$ cat src/sv/fcld_pkg.sv
// Shared types and constants for the frequency-count list decoder.
package fcld_pkg;

    localparam int ALPHABET   = 256;
    localparam int COUNT_BITS = 16;
    localparam int SYM_BITS   = 8;
    localparam int IDX_BITS   = (ALPHABET > 1) ? $clog2(ALPHABET) : 1;

    localparam logic [SYM_BITS-1:0]   LAST_POS  = SYM_BITS'(ALPHABET - 1);
    localparam logic [COUNT_BITS-1:0] COUNT_MAX = {COUNT_BITS{1'b1}};

    typedef logic [SYM_BITS-1:0]   sym_t;
    typedef logic [COUNT_BITS-1:0] count_t;

    // contents of one list cell
    typedef struct packed {
        sym_t   sym;
        count_t cnt;
    } fcld_entry_t;

    // control and data broadcast to every cell
    typedef struct packed {
        logic   restore;
        logic   update;
        sym_t   pos;
        sym_t   sym;
        count_t cnt;
    } fcld_bcast_t;

endpackage

$ cat src/sv/fcld_cell.sv
// One list cell: holds a symbol and its count, shifts from its front neighbor.
module fcld_cell (
    input  logic                 aclk,
    input  logic                 aresetn,
    input  fcld_pkg::sym_t       my_index,
    input  fcld_pkg::fcld_bcast_t bcast,
    input  logic                 prev_in_region,
    input  fcld_pkg::fcld_entry_t prev_entry,
    output logic                 in_region,
    output fcld_pkg::fcld_entry_t entry
);
    import fcld_pkg::*;

    fcld_entry_t entry_reg;
    fcld_entry_t entry_next;

    // cell lies in the span that moves back by one (or takes the new entry)
    assign in_region = (my_index <= bcast.pos) && (entry_reg.cnt < bcast.cnt);
    assign entry     = entry_reg;

    always_comb begin
        entry_next = entry_reg;
        if (bcast.restore) begin
            entry_next.sym = my_index;
            entry_next.cnt = '0;
        end else if (bcast.update && in_region) begin
            if (prev_in_region) begin
                entry_next = prev_entry;
            end else begin
                entry_next.sym = bcast.sym;
                entry_next.cnt = bcast.cnt;
            end
        end
    end

    always_ff @(posedge aclk) begin
        if (!aresetn) begin
            entry_reg.sym <= my_index;
            entry_reg.cnt <= '0;
        end else begin
            entry_reg <= entry_next;
        end
    end

endmodule

$ cat config.mk
export PLATFORM = sky130hd
export DESIGN_NAME = fcld_cell
export DESIGN_NICKNAME = d
export VERILOG_FILES = /design/src/sv/fcld_pkg.sv /design/src/sv/fcld_cell.sv
export SDC_FILE = /design/constraint.sdc
export NUM_CORES = 1
export LEC_CHECK = 0
export ABC_AREA = 1
export CAP_MARGIN = 20
export CORE_MARGIN = 5
export CORE_UTILIZATION = 50
export CTS_CLUSTER_SIZE = 16
export DETAILED_ROUTE_END_ITERATION = 12
export DONT_BUFFER_PORTS = 1
export GPL_TIMING_DRIVEN = 0
export PLACE_DENSITY = 0.79
export SKIP_CTS_REPAIR_TIMING = 1
export SYNTH_ARGS = -nofsm -noshare
export SYNTH_HDL_FRONTEND = slang
export SYNTH_SLANG_ARGS = --single-unit
$ cat constraint.sdc
create_clock -name aclk -period 1.8 [get_ports aclk]
set_input_delay 0.09 -clock aclk [delete_from_list [all_inputs] [get_ports aclk]]
set_output_delay 0.09 -clock aclk [all_outputs]
set_load 0.02 [all_outputs]
# ---- Word level (Yosys, flattened, before mapping)
# Index checks and enable logic that the tools add are counted.
dict set report classes {
  add_sub_neg 0
  multipliers 0
  n_div 0
  n_lt_le_gt_ge 2
  n_eq_ne 1
  n_shift 0
  mux 4
  bitwise_logic 1
  n_reduce_logical 3
}
# cell count
set ops {}
lappend ops {{$mux 24} 4}
lappend ops {{$lt 16x16->1} 1}
lappend ops {{$le 8x8->1} 1}
lappend ops {{$ne 3x1->1 const B} 1}
lappend ops {{$logic_and 1x1->1} 2}
lappend ops {{$reduce_or 2->1} 1}
lappend ops {{$not 1->1} 1}
dict set report totals {
  reg_bits 24
  latch_bits 0
  ram_bits 0
  mem_bits_ro 0
  input_bits 69
  output_inout_bits 25
  elab_cells 13
  memories 0
}

# ---- Longest topological paths before layout
dict set report depth {
  depth_word 6
  mapped_depth 15
  depth_no_buf 14
}

# ---- Worst setup path after synthesis
# No wires, ideal clock.
dict set report synth_timing {
  path_type {register to register}
  from {reg entry_reg (netlist bit entry[15])}
  to {reg entry_reg (netlist bit entry[16]) (enable)}
  setup_time_ns 0.329
  arrival_time_ns 1.654
  t_required_ns 1.471
  slack_ns -0.183
  path_stages_with_launch 9
  n_path_buf 1
  period_less_slack_ns 1.983
  cell_sequence {dfxtp_1 -> ha_1 -> a21oi_1 -> o21a_1 -> nand2_1 -> a21oi_2 -> nand3_2 -> buf_2 -> nand2_1}
}
dict set report synth_via {
  elab_chain_cells 4
}
# element line
set synth_lines {}
lappend synth_lines {{from (decl)} fcld_cell.sv:14} ;# fcld_entry_t entry_reg;
lappend synth_lines {{from (signal assigned)} fcld_cell.sv:41} ;# entry_reg <= entry_next;
lappend synth_lines {{$lt 16x16->1} fcld_cell.sv:18} ;# assign in_region = (my_index <= bcast.pos) && (entry_reg.cnt < bcast.cnt);
lappend synth_lines {{$logic_and 1x1->1} fcld_cell.sv:18}
lappend synth_lines {{$logic_and 1x1->1} fcld_cell.sv:26} ;# end else if (bcast.update && in_region) begin
lappend synth_lines {{$ne 3x1->1 (no source line)} --}
# No other way between the ends.
# A chain may end at the register's enable or synchronous reset.

# ---- Worst setup path in the final report
# Ends and elaborated chain as after synthesis.

==> results.cfg <==
[run_status]
outcome = complete, but fails checks
violations = negative setup slack

[layout]
fill_cells = 340
multi_input_area_um2 = 1210
drive_gt1_frac = 0.154
nNetsFinal = 386
fin_util = 0.606
diodes = 0
largest_reg_flops = 24
stdcell_count = 341
seq_area_um2 = 598
area_delta_synth_final_pct = 17.4
final_area_um2 = 2220

[setup_path]
worst-path-buf-inv = 1
cp_top_family = compound AO/OA/AOI/OAI gates
cpPeakStageDelay_ns = 0.38
cp.depth = 8
crit_arrival_ns = 1.90
start_kind = flip-flop
cp_slowest_cell = dfxtp_4
reg2reg_slack_ns = -0.11
crit_path_end = entry[16]
r2r_cells = 8
worst_ep_required_time_ns = 1.79
cp-end-kind = flip-flop
path_class = reg -> reg
setup.worst_path.start = entry[15]
r2r-end = entry[16]
crit_path_cell_trace = ha_1, a21oi_2, o21a_1, nand2_2, a21oi_2, nand3_4, buf_8, nand2_8
cp_common_cell = a21oi_2
crit_fanout = 8
r2r-start = entry[15]

[drt]
drt_iter0_drc = 83
drt-vias-per-instance = 5.27
postRouteAntennaNets = 0
dr.pass1.iters = 4
route.detailed.wl_per_inst_um = 15.1
drc = 0
wirelength_um = 5140
vias = 1797

[yosys]
ys_types = 23
avgSynthCellArea_um2 = 6.56
syn_inst = 288
synth_seq_cells = 24
ys_seq_area_frac = 0.296
yosysWarnings = 0
syn_nets = 380
synth_area_um2 = 1890

[timing]
fin_crit_ns = 1.91
slew_violations = 0
fmax_mhz = 524
slew_headroom = 0.650
finalWorstSetupSlack_ns = -0.107
fin_skew_ns = 0.00690
fin_hold_ws_ns = 0.0450
worst_pin_slew_ns = 0.525
hold_viol_final = 0
rsz0062_at_grt = true
finalCritPeriodShare = 1.06
setup-violations-final = 27

[floorplanning]
die_x_um = 71.5
die_y_um = 71.5
start_util = 0.516
num_rows = 22
core_area_um2 = 3660
die_area_um2 = 5110
io-pin-count = 94

[place]
dp_cells = 336
io_buffers = 0
place_area_um2 = 1970
gp_congestion = 0.826
hpwl_um = 3930

[global_routing]
first_global_vias = 1749
grt_max_degree = 15
busiest_layer = met2
use_met2 = 0.327
grt_first_pass_wirelength_um = 7770
grt_antenna_before_repair = 0
grt_util_met1 = 0.220
grt_use_met3 = 0.0533
overflow = 0
track_usage = 0.188

[clock_tree]
cts_buffer_depth = 2
cts_root_buffer = clkbuf_8
cts_tree = yes
clk_latency_ns = 0.28
numCtsBuffers = 3
clkTransAtPathRegs_ns = 0.10
clock_sinks = 24
htreeDepth = 1

[hold_path]
min_path_type = in -> reg

[job]
cap_violations = 0

[power]
cellPowerDensity_nw_per_um2 = 689
power_mw = 1.53
p_leak_nw = 1.12
worst_ir_drop_vdd_mv = 0.302
==> cell usage after synthesis (all sizes together) <==
| cell | n | area (um2) |
|---|---|---|
| a21o | 1 | 7.51 |
| nand2 | 81 | 304 |
| inv | 49 | 184 |
| clkbuf | 3 | 11.3 |
| nor2 | 39 | 149 |
| dfxtp | 16 | 320 |
| nand3 | 2 | 15.0 |
| o21a | 9 | 67.6 |
| o21ai | 37 | 185 |
| o22ai | 1 | 6.26 |
| buf | 7 | 46.3 |
| nor3 | 2 | 10.0 |
| edfxtp | 8 | 240 |
| a21oi | 8 | 43.8 |
| and2 | 1 | 6.26 |
| nand4 | 1 | 6.26 |
| ha | 23 | 288 |
==> cell families (layout without fill, tap and decap cells) <==
group           after synthesis  count (layout)  share of synthesized area
buf+inv                      59              64                      0.128
fa+ha+maj                    23              23                      0.152
flops                        24              24                      0.296
compound gates               56              56                      0.164
simple gates                126             126                      0.259
==> cell usage in the layout, fill, tap and decap left out <==
master     netlist  layout
clkbuf_4         0       1
buf_6            2       2
a21oi_1          7       5
clkbuf_8         0       3
nand2_1         81      77
and2_2           0       1
nand2_2          0       3
nand3_1          1       1
clkbuf_16        0       1
dfxtp_4          0       8
o21a_1           9       9
bufinv_16        0       1
nand2_8          0       1
nor3_2           0       1
a21oi_2          1       3
inv_1           49      49
o21ai_1          7       3
o22ai_1          1       1
nor2_1          38      38
ha_4             0       5
nor3_1           2       1
dfxtp_1         16       2
ha_1            23      18
dfxtp_2          0       6
edfxtp_1         8       8
o21ai_2          0       4
buf_8            0       1
buf_2            4       2
nor2_2           1       1
buf_1            1       1
o21ai_0         30      30
nand4_1          1       1
clkbuf_1         3       3
a21o_1           1       1
nand3_4          0       1
==> final cells by class <==
class / count / share of cell area
buffer: 10 / 0.0316
timing repair buffer: 1 / 0.0113
multi-input combinational: 205 / 0.546
clock buffer: 3 / 0.0186
tap: 48 / 0.0271
inverter: 49 / 0.0829
clock inverter: 1 / 0.0135
sequential: 24 / 0.269
==> worst reg2reg max path: stages (launching register included) <==
cell and delay [ns]:
dfxtp_4 0.38, ha_1 0.32, a21oi_2 0.15, o21a_1 0.15, nand2_2 0.06, a21oi_2 0.16
nand3_4 0.16, buf_8 0.17, nand2_8 0.08
==> layer usage <==
metal | share of wire | vias to the layer above
met4 | 0.014 | 0
met3 | 0.091 | 6
li1 | - | 914
met5 | 0 | -
met1 | 0.41 | 796
met2 | 0.48 | 81
==> worst min path at each step <==
stage | cells past startpoint | slack (ns) | end | startpoint
after floorplan | 4 | 0.31 | entry[0] | bcast[0]
after global placement | 4 | 0.33 | entry[0] | bcast[0]
after detailed placement | 4 | 0.33 | entry[0] | bcast[0]
after CTS | 4 | 0.04 | entry[0] | bcast[0]
after global routing | 4 | 0.05 | entry[0] | prev_entry[0]
final | 4 | 0.04 | entry[0] | bcast[0]
==> stage by stage <==
stage / setup TNS, ns / setup WS [ns]
6_report: -1.37 / -0.107
3_5_place_dp: -2.31 / -0.196
3_3_place_gp: -1.92 / -0.188
4_1_cts: -2.98 / -0.220
5_1_grt: -4.56 / -0.187
2_1_floorplan: 0 / 0.0306
==> power by group <==
group          leakage, nW  switching [mW]  total [mW]  internal [mW]
Combinational        0.861           0.217       0.363          0.145
Clock               0.0357           0.192       0.490          0.298
Sequential           0.224          0.0769       0.676          0.599
(Power assumes the default switching activity.)
